## src/rtl/tsas_pkg.sv

```systemverilog
// ----------------------------------------------------------------------------
// tsas_pkg
// Shared types and constants of the touch sample averager: store geometry,
// datapath widths, function codes, the controller state and channel payloads.
// ----------------------------------------------------------------------------
package tsas_pkg;

	// Sample store geometry.
	localparam int STORE_DEPTH = 100;
	localparam int AddrW = (STORE_DEPTH > 1) ? $clog2(STORE_DEPTH) : 1;
	localparam int IdxW  = $clog2(STORE_DEPTH + 1);
	localparam int CntW  = 8;

	// Datapath widths.
	localparam int RawW   = 12;
	localparam int EntryW = 2 * RawW;
	localparam int SumW   = RawW + IdxW;
	localparam int DispW  = 10;
	localparam int ProdW  = RawW + DispW;
	localparam int PixW   = 11;
	localparam int DvdW   = SumW;
	localparam int DvsW   = IdxW;
	localparam int StepW  = $clog2(DvdW + 1);

	// Full-scale raw readings of the panel.
	localparam logic [RawW-1:0] COL_FULL = 12'hEDF;
	localparam logic [RawW-1:0] ROW_FULL = 12'hFFF;

	// Reciprocals of the full-scale readings, rounded up from 2^(ProdW+RawW).
	// For any product below 2^ProdW the bits of product * reciprocal from
	// RecipShift upward are exactly the truncated quotient.
	localparam int RecipW     = ProdW + 1;
	localparam int RecipShift = ProdW + RawW;
	localparam int ScaleW     = ProdW + RecipW;
	localparam logic [RecipW-1:0] COL_RECIP = 23'd4512706;
	localparam logic [RecipW-1:0] ROW_RECIP = 23'd4195329;

	// Configuration port.
	localparam int CfgIdxW  = 1;
	localparam int CfgDataW = DispW;
	localparam logic [CfgIdxW-1:0] CFG_DISPLAY_COLUMNS = 1'b0;
	localparam logic [CfgIdxW-1:0] CFG_DISPLAY_ROWS    = 1'b1;
	localparam logic [DispW-1:0]   DISPLAY_COLUMNS_RST = 10'd240;
	localparam logic [DispW-1:0]   DISPLAY_ROWS_RST    = 10'd320;

	// Request function codes.
	localparam logic [1:0] FUNC_RESET = 2'd0;
	localparam logic [1:0] FUNC_GET   = 2'd1;
	localparam logic [1:0] FUNC_POLL  = 2'd2;

	typedef enum logic [2:0] {
		ST_IDLE,
		ST_ACC,
		ST_DIV1,
		ST_MUL,
		ST_SCALE,
		ST_RESP
	} state_t;

	typedef struct packed {
		logic [1:0]  func;
		logic [15:0] raw_col_word;
		logic [15:0] raw_row_word;
	} tsas_req_t;

	typedef struct packed {
		logic            ok;
		logic            coord_valid;
		logic [PixW-1:0] pixel_col;
		logic [PixW-1:0] pixel_row;
	} tsas_rsp_t;

endpackage

```

## src/rtl/tsas_if.sv

```systemverilog
// ----------------------------------------------------------------------------
// tsas_if
// Valid/ready channels of the touch sample averager: requests in, results out.
// ----------------------------------------------------------------------------
interface tsas_req_if;
	import tsas_pkg::*;

	logic      valid;
	logic      ready;
	tsas_req_t data;

	modport source(output valid, output data, input ready);
	modport sink(input valid, input data, output ready);
endinterface

interface tsas_rsp_if;
	import tsas_pkg::*;

	logic      valid;
	logic      ready;
	tsas_rsp_t data;

	modport source(output valid, output data, input ready);
	modport sink(input valid, input data, output ready);
endinterface

```

## src/rtl/tsas_ram.sv

```systemverilog
// ----------------------------------------------------------------------------
// tsas_ram
// Generic simple dual-port RAM: one write port, one read port, registered read.
// ----------------------------------------------------------------------------
module tsas_ram #(
	parameter int WIDTH = 8,
	parameter int DEPTH = 16
) (
	input  logic                                   clk,
	input  logic                                   we,
	input  logic [((DEPTH > 1) ? $clog2(DEPTH) : 1)-1:0] waddr,
	input  logic [WIDTH-1:0]                       wdata,
	input  logic [((DEPTH > 1) ? $clog2(DEPTH) : 1)-1:0] raddr,
	output logic [WIDTH-1:0]                       rdata
);
	logic [WIDTH-1:0] mem_q [DEPTH];

	always_ff @(posedge clk) begin
		if (we) begin
			mem_q[waddr] <= wdata;
		end
		rdata <= mem_q[raddr];
	end
endmodule

```

## src/rtl/touch_sample_average_scale.sv

```systemverilog
// ----------------------------------------------------------------------------
// touch_sample_average_scale
// Averages touch-panel samples from a ring store and scales them to pixels.
// ----------------------------------------------------------------------------
// Requests arrive on req_ch, one result per request leaves on rsp_ch. A poll
// request writes the 12-bit column and row (bits 14..3 of each word) into the
// sample RAM and counts it; a reset request clears the count; a get request
// averages the stored samples, scales them by the display size and clears the
// count. The display size is set through the cfg_we/cfg_index/cfg_data port;
// the user must write it only while the block is idle; the block does not enforce it.
// The block works on one request at a time. For poll, reset, failing get and
// unknown requests the result is held in a result register and moved to the
// output register from ST_RESP; only then can a new request be taken. A get
// with n samples (n at most STORE_DEPTH) makes one RAM read per sample
// through the single read port, runs a bit-serial restoring division of
// SumW steps for the average, then a multiply by the display size and a
// reciprocal multiply for the scaling, before it reaches ST_RESP.
// Results sit in an output register; the next request is accepted while a
// result waits there, and a finished result waits in the controller until
// the output register frees up. Reset clears the count, the controller and
// the output register, and restores the display size to 240 by 320. The RAM
// contents are not cleared: a get only reads slots written since the count
// last left zero.
// ----------------------------------------------------------------------------
module touch_sample_average_scale (
	input  logic                          clk,
	input  logic                          arst_n,
	input  logic                          cfg_we,
	input  logic [tsas_pkg::CfgIdxW-1:0]  cfg_index,
	input  logic [tsas_pkg::CfgDataW-1:0] cfg_data,
	tsas_req_if.sink                      req_ch,
	tsas_rsp_if.source                    rsp_ch
);
	import tsas_pkg::*;

	state_t state_q, state_d;

	logic [DispW-1:0]  disp_cols_q, disp_rows_q;
	logic [CntW-1:0]   cnt_q;
	logic [AddrW-1:0]  wp_q;
	logic [IdxW-1:0]   n_q;
	logic [IdxW-1:0]   rd_idx_q;
	logic              rd_vld_s1;
	logic [SumW-1:0]   sum_col_q, sum_row_q;
	logic [StepW-1:0]  step_q;
	logic [DvdW-1:0]   dvd_q [2];
	logic [DvsW-1:0]   rem_q [2];
	logic [DvsW-1:0]   dvs_q [2];
	logic [DvdW-1:0]   dvd_nx [2];
	logic [DvsW-1:0]   rem_nx [2];
	logic [ProdW-1:0]  prod_col_q, prod_row_q;
	tsas_rsp_t         res_q;
	tsas_rsp_t         out_q;
	logic              out_vld_q;

	logic              req_fire;
	logic              is_get, is_poll, is_reset;
	logic [IdxW-1:0]   n_avail;
	logic              ram_we;
	logic [EntryW-1:0] ram_wdata, ram_rdata;
	logic              rd_issue, acc_done, last_step, out_load;
	logic [ProdW-1:0]  prod_col, prod_row;
	logic [ScaleW-1:0] scl_col, scl_row;

	tsas_ram #(
		.WIDTH(EntryW),
		.DEPTH(STORE_DEPTH)
	) u_store (
		.clk  (clk),
		.we   (ram_we),
		.waddr(wp_q),
		.wdata(ram_wdata),
		.raddr(rd_idx_q[AddrW-1:0]),
		.rdata(ram_rdata)
	);

	assign req_fire = req_ch.valid && req_ch.ready;
	assign is_get   = (req_ch.data.func == FUNC_GET);
	assign is_poll  = (req_ch.data.func == FUNC_POLL);
	assign is_reset = (req_ch.data.func == FUNC_RESET);
	assign n_avail  = (cnt_q > CntW'(STORE_DEPTH)) ? IdxW'(STORE_DEPTH) : IdxW'(cnt_q);
	assign ram_wdata = {req_ch.data.raw_col_word[14:3], req_ch.data.raw_row_word[14:3]};
	assign prod_col = ProdW'(dvd_q[0][RawW-1:0]) * ProdW'(disp_cols_q);
	assign prod_row = ProdW'(dvd_q[1][RawW-1:0]) * ProdW'(disp_rows_q);
	assign scl_col  = ScaleW'(prod_col_q) * ScaleW'(COL_RECIP);
	assign scl_row  = ScaleW'(prod_row_q) * ScaleW'(ROW_RECIP);

	// One restoring division step per cycle in each lane; the quotient
	// shifts into the dividend register from the bottom.
	always_comb begin
		logic [DvsW:0] rem_sh;
		logic          ge;
		for (int l = 0; l < 2; l++) begin
			rem_sh    = {rem_q[l], dvd_q[l][DvdW-1]};
			ge        = (rem_sh >= {1'b0, dvs_q[l]});
			rem_nx[l] = ge ? DvsW'(rem_sh - {1'b0, dvs_q[l]}) : DvsW'(rem_sh);
			dvd_nx[l] = {dvd_q[l][DvdW-2:0], ge};
		end
	end

	// Controller outputs.
	always_comb begin
		req_ch.ready = (state_q == ST_IDLE);
		ram_we       = (state_q == ST_IDLE) && req_ch.valid && is_poll;
		rd_issue     = (state_q == ST_ACC) && (rd_idx_q != n_q);
		acc_done     = (state_q == ST_ACC) && (rd_idx_q == n_q) && !rd_vld_s1;
		last_step    = (step_q == StepW'(DvdW - 1));
		out_load     = (state_q == ST_RESP) && (!out_vld_q || rsp_ch.ready);
	end

	// Next state.
	always_comb begin
		state_d = state_q;
		case (state_q)
			ST_IDLE: begin
				if (req_fire) begin
					state_d = (is_get && n_avail != '0) ? ST_ACC : ST_RESP;
				end
			end
			ST_ACC: begin
				if (acc_done) begin
					state_d = ST_DIV1;
				end
			end
			ST_DIV1: begin
				if (last_step) begin
					state_d = ST_MUL;
				end
			end
			ST_MUL: begin
				state_d = ST_SCALE;
			end
			ST_SCALE: begin
				state_d = ST_RESP;
			end
			ST_RESP: begin
				if (out_load) begin
					state_d = ST_IDLE;
				end
			end
			default: begin
				state_d = ST_IDLE;
			end
		endcase
	end

	always_ff @(posedge clk or negedge arst_n) begin
		if (!arst_n) begin
			state_q     <= ST_IDLE;
			disp_cols_q <= DISPLAY_COLUMNS_RST;
			disp_rows_q <= DISPLAY_ROWS_RST;
			cnt_q       <= '0;
			wp_q        <= '0;
			rd_idx_q    <= '0;
			rd_vld_s1   <= 1'b0;
			step_q      <= '0;
			out_vld_q   <= 1'b0;
		end else begin
			state_q <= state_d;

			if (cfg_we) begin
				case (cfg_index)
					CFG_DISPLAY_COLUMNS: disp_cols_q <= cfg_data;
					CFG_DISPLAY_ROWS:    disp_rows_q <= cfg_data;
					default: ;
				endcase
			end

			// The write pointer follows the count modulo the store depth.
			if (req_fire) begin
				if (is_poll) begin
					cnt_q <= cnt_q + 1'b1;
					if (cnt_q == '1 || wp_q == AddrW'(STORE_DEPTH - 1)) begin
						wp_q <= '0;
					end else begin
						wp_q <= wp_q + 1'b1;
					end
				end else if (is_get || is_reset) begin
					cnt_q <= '0;
					wp_q  <= '0;
				end
			end

			if (state_q == ST_IDLE) begin
				rd_idx_q  <= '0;
				rd_vld_s1 <= 1'b0;
			end else begin
				if (rd_issue) begin
					rd_idx_q <= rd_idx_q + 1'b1;
				end
				rd_vld_s1 <= rd_issue;
			end

			if (acc_done || last_step) begin
				step_q <= '0;
			end else if (state_q == ST_DIV1) begin
				step_q <= step_q + 1'b1;
			end

			if (out_load) begin
				out_vld_q <= 1'b1;
			end else if (rsp_ch.ready) begin
				out_vld_q <= 1'b0;
			end
		end
	end

	// Datapath registers.
	always_ff @(posedge clk) begin
		if (req_fire) begin
			n_q           <= n_avail;
			res_q.ok      <= is_poll || is_reset || (is_get && n_avail != '0);
			res_q.coord_valid <= 1'b0;
			res_q.pixel_col   <= '0;
			res_q.pixel_row   <= '0;
		end

		if (state_q == ST_IDLE) begin
			sum_col_q <= '0;
			sum_row_q <= '0;
		end else if (state_q == ST_ACC && rd_vld_s1) begin
			sum_col_q <= sum_col_q + SumW'(ram_rdata[EntryW-1:RawW]);
			sum_row_q <= sum_row_q + SumW'(ram_rdata[RawW-1:0]);
		end

		case (state_q)
			ST_ACC: begin
				if (acc_done) begin
					dvd_q[0] <= DvdW'(sum_col_q);
					dvd_q[1] <= DvdW'(sum_row_q);
					rem_q[0] <= '0;
					rem_q[1] <= '0;
					dvs_q[0] <= DvsW'(n_q);
					dvs_q[1] <= DvsW'(n_q);
				end
			end
			ST_DIV1: begin
				for (int l = 0; l < 2; l++) begin
					dvd_q[l] <= dvd_nx[l];
					rem_q[l] <= rem_nx[l];
				end
			end
			ST_MUL: begin
				prod_col_q <= prod_col;
				prod_row_q <= prod_row;
			end
			ST_SCALE: begin
				res_q.ok          <= 1'b1;
				res_q.coord_valid <= 1'b1;
				res_q.pixel_col   <= scl_col[RecipShift +: PixW];
				res_q.pixel_row   <= scl_row[RecipShift +: PixW];
			end
			default: ;
		endcase

		if (out_load) begin
			out_q <= res_q;
		end
	end

	assign rsp_ch.valid = out_vld_q;
	assign rsp_ch.data  = out_q;
endmodule

```

## src/flat_wrapper.sv

```systemverilog
// flat-port wrapper written by rule: the top's interface ports become plain ports
module touch_sample_average_scale_flat import tsas_pkg::*;
  (clk, arst_n, cfg_we, cfg_index, cfg_data, req_ch_valid, req_ch_data, req_ch_ready, rsp_ch_valid, rsp_ch_data, rsp_ch_ready);
  tsas_req_if req_ch_i ();
  tsas_rsp_if rsp_ch_i ();
  input  logic clk;
  input  logic arst_n;
  input  logic cfg_we;
  input  logic [tsas_pkg::CfgIdxW-1:0] cfg_index;
  input  logic [tsas_pkg::CfgDataW-1:0] cfg_data;
  input wire logic [$bits(req_ch_i.valid)-1:0] req_ch_valid;
  input wire logic [$bits(req_ch_i.data)-1:0] req_ch_data;
  output wire logic [$bits(req_ch_i.ready)-1:0] req_ch_ready;
  output wire logic [$bits(rsp_ch_i.valid)-1:0] rsp_ch_valid;
  output wire logic [$bits(rsp_ch_i.data)-1:0] rsp_ch_data;
  input wire logic [$bits(rsp_ch_i.ready)-1:0] rsp_ch_ready;
  assign req_ch_i.valid = req_ch_valid;
  assign req_ch_i.data = req_ch_data;
  assign req_ch_ready = req_ch_i.ready;
  assign rsp_ch_valid = rsp_ch_i.valid;
  assign rsp_ch_data = rsp_ch_i.data;
  assign rsp_ch_i.ready = rsp_ch_ready;
  touch_sample_average_scale u_core (.clk(clk), .arst_n(arst_n), .cfg_we(cfg_we), .cfg_index(cfg_index), .cfg_data(cfg_data), .req_ch(req_ch_i), .rsp_ch(rsp_ch_i));
endmodule
```

## config.mk

```make
export PLATFORM = sky130hd
export DESIGN_NAME = touch_sample_average_scale_flat
export DESIGN_NICKNAME = d
export VERILOG_FILES = /design/src/rtl/tsas_pkg.sv /design/src/rtl/tsas_if.sv /design/src/rtl/tsas_ram.sv /design/src/rtl/touch_sample_average_scale.sv /design/src/flat_wrapper.sv
export SDC_FILE = /design/constraint.sdc
export NUM_CORES = 2
export LEC_CHECK = 0
export ABC_AREA = 1
export ABC_CLOCK_PERIOD_IN_PS = 5450
export BUFFER_PORTS_ARGS = -buffer_cell sky130_fd_sc_hd__buf_2
export CAP_MARGIN = 0
export CORE_UTILIZATION = 40
export CTS_CLUSTER_DIAMETER = 200
export DETAILED_ROUTE_END_ITERATION = 8
export HOLD_SLACK_MARGIN = 0.02
export PLACE_DENSITY = 0.55
export SLEW_MARGIN = 5
export SYNTH_ARGS = -nofsm -noshare
export SYNTH_HDL_FRONTEND = slang
export SYNTH_SLANG_ARGS = --single-unit
export TNS_END_PERCENT = 1
```

## constraint.sdc

```tcl
create_clock -name clk -period 5.45 [get_ports clk]
set_clock_uncertainty 0.1 [all_clocks]
set_input_delay 0.545 -clock clk [delete_from_list [all_inputs] [get_ports clk]]
set_output_delay 0.545 -clock clk [all_outputs]
set_load 0.01 [all_outputs]
```

---- Yosys cells after proc, flatten, opt, wreduce, memory -nomap -nowiden ----
Memories as Yosys holds them, arrays and structs flattened. A register that Yosys moved wholly into a read port is not among the register bits.
Index checks and enable logic that the tools add are counted.
word-level totals
  register bits ........................... 189
  bits in writable memories ............... 2466
  bits of input ports ..................... 50
  output and inout port bits .............. 26
  word-level logic and storage cells ...... 124
  memories kept ........................... 4
memory list
  name                  words  bits a word  rd ports  clocked after Yosys merged registers in  wr ports  line                              RTL
  u_core.u_store.mem_q  100    24           1         1                                        1         tsas_ram.sv:16                    logic [WIDTH-1:0] mem_q [DEPTH];
  u_core.dvd_q          2      19           2         0                                        2         touch_sample_average_scale.sv:46  logic [DvdW-1:0] dvd_q [2];
  u_core.dvs_q          2      7            2         0                                        2         touch_sample_average_scale.sv:48  logic [DvsW-1:0] dvs_q [2];
  u_core.rem_q          2      7            2         0                                        2         touch_sample_average_scale.sv:47  logic [DvsW-1:0] rem_q [2];
operators by class
  add/subtract/negate cells ............... 8
  multipliers ............................. 4
  order comparisons ....................... 3
  equal/unequal tests ..................... 16
  muxes and demuxes ....................... 34
  bitwise logic cells ..................... 5
  reduce and logical (&&, ||, !) cells .... 28
operators with widths
  kind                                                                             count
  7-bit 2-to-1 mux                                                                 10
  22-bit by 23-bit multiplier with 45-bit output, second input constant            1
  12-bit by 10-bit multiplier with 22-bit output                                   2
  22-bit by 22-bit multiplier with 44-bit output, second input constant            1
  22-bit 2-to-1 mux                                                                2
  19-bit by 12-bit adder with 19-bit output                                        2
  19-bit 2-to-1 mux                                                                2
  3-bit case mux with 6 select lines                                               1
  8-bit by 7-bit greater-or-equal comparator with 1-bit output                     2
  8-bit 2-to-1 mux                                                                 2
  3-bit 2-to-1 mux                                                                 5
  7-bit by 1-bit adder with 7-bit output, second input constant                    2
  7-bit subtractor                                                                 2
  1-bit 2-to-1 mux                                                                 10
  5-bit 2-to-1 mux                                                                 2
  2-bit nonzero test                                                               5
  8-bit by 1-bit adder with 8-bit output, second input constant                    1
  8-bit equality test, second input constant                                       1
  8-bit by 7-bit greater-than comparator with 1-bit output, second input constant  1
  1-bit logical AND                                                                8
  7-bit equality test                                                              1
  7-bit equality test, second input constant                                       1
  7-bit inequality test                                                            1
  7-bit nonzero test                                                               1
  17 further kinds                                                                 32

---- Depth between registers and ports, before layout ----
  depth in word-level cells ............... 7
  gate-level depth with buffers ........... 27
  depth with buffers taken out ............ 26

---- Cells and area by module ----
Synthesis repeated with hierarchy kept, for this count alone.
second synthesis, totals
  cells, all modules ...................... 11518
  area, all modules ....................... 126682.7 um^2
by module, submodules not included
  module                      times used  cells each  area an instance (um^2)  sequential area each (um^2)
  tsas_ram                    1           8019        97197.0                  72549.6
  touch_sample_average_scale  1           3499        29485.8                  6794.0

---- Least setup slack after synthesis ----
No wires, ideal clock.
  path kind ............................... reg2reg
  start point ............................. reg u_core.prod_col_q[16]
  end point ............................... reg u_core.res_q[15] (netlist name), data pin
  data arrival time ....................... 4868 ps
  required time ........................... 5095 ps
  setup slack ............................. 227 ps
  cell stages (with the launch flop) ...... 21
  buffers on the path ..................... 0
  clock period less this slack ............ 5223 ps
  cell sequence ........................... edfxtp_1 ha_1 or2_2 nand2_1 inv_1 ha_1 inv_1 fa_1 inv_1 fa_1 fa_1 fa_1 ha_1 ha_1 nand2_1 nor3_1 nand2_1 o21bai_1 a21oi_1 a21oi_1 nor2_1
between the ends
  longest elaborated chain between the ends .. 2
ends and longest elaborated chain
  element                                         line                               RTL
  start: declaration                              touch_sample_average_scale.sv:51   logic [ProdW-1:0] prod_col_q, prod_row_q;
  start signal: assignment                        touch_sample_average_scale.sv:244  prod_col_q <= prod_col;
  22-bit by 22-bit multiplier with 44-bit output  touch_sample_average_scale.sv:85   assign scl_col = ScaleW'(prod_col_q) * ScaleW'(COL_RECIP);
  22-bit 2-to-1 mux                               touch_sample_average_scale.sv:226  case (state_q)
  end: declaration                                touch_sample_average_scale.sv:52   tsas_rsp_t res_q;
No other way between the ends.
A chain may end at the register's enable or synchronous reset.

---- Final worst setup path ----
  start point ............................. reg u_core.prod_col_q[18]
  end point ............................... reg u_core.res_q[11] (netlist name), data pin
The elaborated chain is that of the path after synthesis.

==> impl_metrics.ini <==
[drt]
drt_wl_total_mm = 377
via_count = 85800
drc = 0
drt-wirelength-per-cell_um = 23.9
ant_nets = 0
routed_via_density = 5.45
drt-pass1-iter-count = 6
drt-initial-drc-count = 9057

[synthesis]
synth_cell_types = 54
synth-seq-cells = 2672
synth_cells = 11100
synthArstFlopShare = 0.0195
syn-cell-area_um2 = 126000
syn_nets = 11900
synth_warnings = 0
synth_flop_cell = edfxtp_1
synth_edf_count = 2556
synth_area_per_cell_um2 = 11.3
ys_seq_area_frac = 0.631

[placed_design]
portBuffers = 67
post-place-cells = 15200
place_congestion = 0.851
preCtsSetupSlack_ns = -0.150
hpwl_mm = 231

[clock_tree]
htreeDepth = 5
cts_root_buffer = clkbuf_16
insertion_delay_ns = 0.96
cts_tree = yes
cts.clk_slew.worst_paths_ns = 0.06
cts_made_buffers = 293
clockBufferDepth = 4
cts.sinks = 2672

[global_routing]
grt_pass1_wl_mm = 553
overflow = 0
antenna_found_initial = 15
grt_max_degree = 170
grt_pass1_vias = 83200
grt.total_usage = 0.234

[sta]
rsz0062_at_grt = yes
tightest_slew_ns = 1.09
hold_viol_final = 0
slew_headroom = 0.271
setup_slack_ns = 0.123
drv_slew = 0
min_period_ns = 5.33
min_period_over_period = 0.977
max_freq_mhz = 188
setup_viol = 0

[power_and_ir_drop]
power_density_nw_per_um2 = 480
p_leak_nw = 53.3
vdd_drop_max_uv = 339

[layout]
layout_common_cells = edfxtp_1, nor2_1, nand2_1
drive_gt1_frac = 0.108
areaGrowthSynthToFinish_pct = 14.3
final-instance-count-excl-fill = 15700
layout_commonest_cell = edfxtp_1
nets = 12200
fillerInstances = 28400

[setup_path]
cp_max_fo = 4
worstPathRequired_ns = 5.98
cp.arrival_ns = 5.86
startpoint_type = flip-flop
path_class = reg2reg
reg2reg_slack_ns = 0.12
worstSetupEndpointType = flip-flop

[die]
die_height_um = 563
core_area_um2 = 312000
die-area_um2 = 317000
fp.dieW_um = 563
io_pins = 76
fp-row-count = 205
start_util = 0.403

[min_path]
hold_path_class = in2reg

[run]
drv_cap = 0

[status]
status = complete, no violations
[routing by layer]
| metal | track usage | share of wire | up-vias |
|---|---|---|---|
| met1 | 0.332 | 0.43 | 43100 |
| li1 | - | - | 39200 |
| met5 | 0 | 0.00015 | - |
| met3 | 0.0294 | 0.069 | 532 |
| met4 | 0.0671 | 0.030 | 8 |
| met2 | 0.376 | 0.47 | 3044 |
[cell type report]
class / instances / area, um^2 / area share
Sequential cell: 2672 / 79400 / 0.552
Multi-Input combinational cell: 6989 / 41700 / 0.290
Clock buffer: 374 / 7850 / 0.0546
Tap cell: 4140 / 5180 / 0.0360
Timing Repair Buffer: 549 / 4580 / 0.0319
Inverter: 862 / 3270 / 0.0227
Clock inverter: 153 / 1800 / 0.0125
Antenna cell: 8 / 20.0 / 0.000139
[critical path, cell delays in order (launching register included)]
cell	delay, ns
edfxtp_1	0.50
ha_4	0.28
buf_12	0.12
fa_1	0.48
inv_1	0.05
fa_1	0.49
inv_1	0.05
fa_1	0.54
fa_1	0.42
fa_1	0.44
ha_1	0.32
ha_4	0.24
a21oi_2	0.15
buf_4	0.13
o21bai_1	0.06
a21o_1	0.23
buf_4	0.15
a21oi_2	0.11
nand3_1	0.09
nand2_1	0.06
nor2_1	0.04
[through the flow]
step | util | setup TNS [ns] | total power (W) | cell area, um^2 | hold slack (ns)
floorplan | - | 0 | 0.0398 | 126000 | 0.149
global placement | 0.424 | -1.00 | 0.0488 | 133000 | 0.300
detailed placement | 0.424 | -0.799 | 0.0490 | 133000 | 0.305
CTS | 0.456 | -0.261 | 0.0691 | 142000 | 0.0218
global route | 0.460 | -0.629 | 0.0725 | 144000 | 0.0451
finish | 0.460 | 0 | 0.0689 | 144000 | 0.0463
[sequential cells by signal (all words and copies together), names as in the netlist]
name and count:
u_core.prod_row_q 22, u_core.rsp_ch.valid 1, u_core.wp_q 7, u_core.rd_idx_q 7
u_core.disp_cols_q 10, u_core.dvs_q 7, u_core.cnt_q 8, u_core.rsp_ch.data 24
u_core.n_q 7, u_core.sum_row_q 19, u_core.u_store.mem_q 2400, u_core.sum_col_q 19
u_core.u_store.rdata 24, u_core.res_q 24, u_core.prod_col_q 22, u_core.rem_q 14
u_core.rd_vld_s1 1, u_core.state_q 3, u_core.dvd_q 38, u_core.disp_rows_q 10
u_core.step_q 5
[Yosys cell counts, types with 61 or more instances]
cell         n  area share
o21ai_0   1240       0.049
edfxtp_1  2556        0.61
nand3_1    417       0.017
nand2_1   1421       0.042
xor2_1      76      0.0053
buf_2      162      0.0064
dfxtp_1     64       0.010
fa_1       295       0.047
o21ai_1    196      0.0078
buf_4       61      0.0036
inv_1      851       0.025
a21oi_1    300       0.012
ha_1       454       0.045
o211ai_1   266       0.016
nor2_1    1913       0.057
o22ai_1    162      0.0081
clkbuf_1   291      0.0087
[logic make-up (layout without fill, tap and decap cells)]
logic type      after synthesis  in the layout  synth area share
buf+inv                    1451           1938            0.0489
fa+ha+maj                   749            749            0.0921
compound gates             2257           2257            0.0988
xor+xnor                    116            116           0.00807
flops                      2672           2672             0.631
simple gates               3867           3867             0.122
other cells                   0              8                 0
[report_power, final]
group          internal (W)  switching (W)
clock                0.0116        0.00835
sequential           0.0231       0.000563
combinational       0.00724         0.0181
[final timing paths]
kind                                                              to  depth (start not counted)                       startpoint
worst max-delay path                  u_core.res_q[11]$_SDFFCE_PN0P_                         20  u_core.prod_col_q[18]$_DFFE_PN_
worst min-delay path            u_core.u_store.mem_q[3][7]$_DFFE_PP_                          1                  req_ch_data[10]
worst max register to register        u_core.res_q[11]$_SDFFCE_PN0P_                         20  u_core.prod_col_q[18]$_DFFE_PN_
worst min register to register      u_core.rsp_ch.data[18]$_DFFE_PP_                          0   u_core.res_q[18]$_SDFFCE_PN0P_
max in group asynchronous             u_core.rd_idx_q[2]$_DFFE_PN0P_                          3                           arst_n
min in group asynchronous          u_core.disp_cols_q[2]$_DFFE_PN0P_                          3                           arst_n
[timing repair]
item	4_1_cts	5_1_grt
gates resized for setup	6	227
setup endpoints to repair	9	20
pin swaps	1	88
endpoints found under the hold margin	147	0
setup buffers	4	22
hold buffers	21	0
Note: power is estimated with default switching activity, not from simulation.
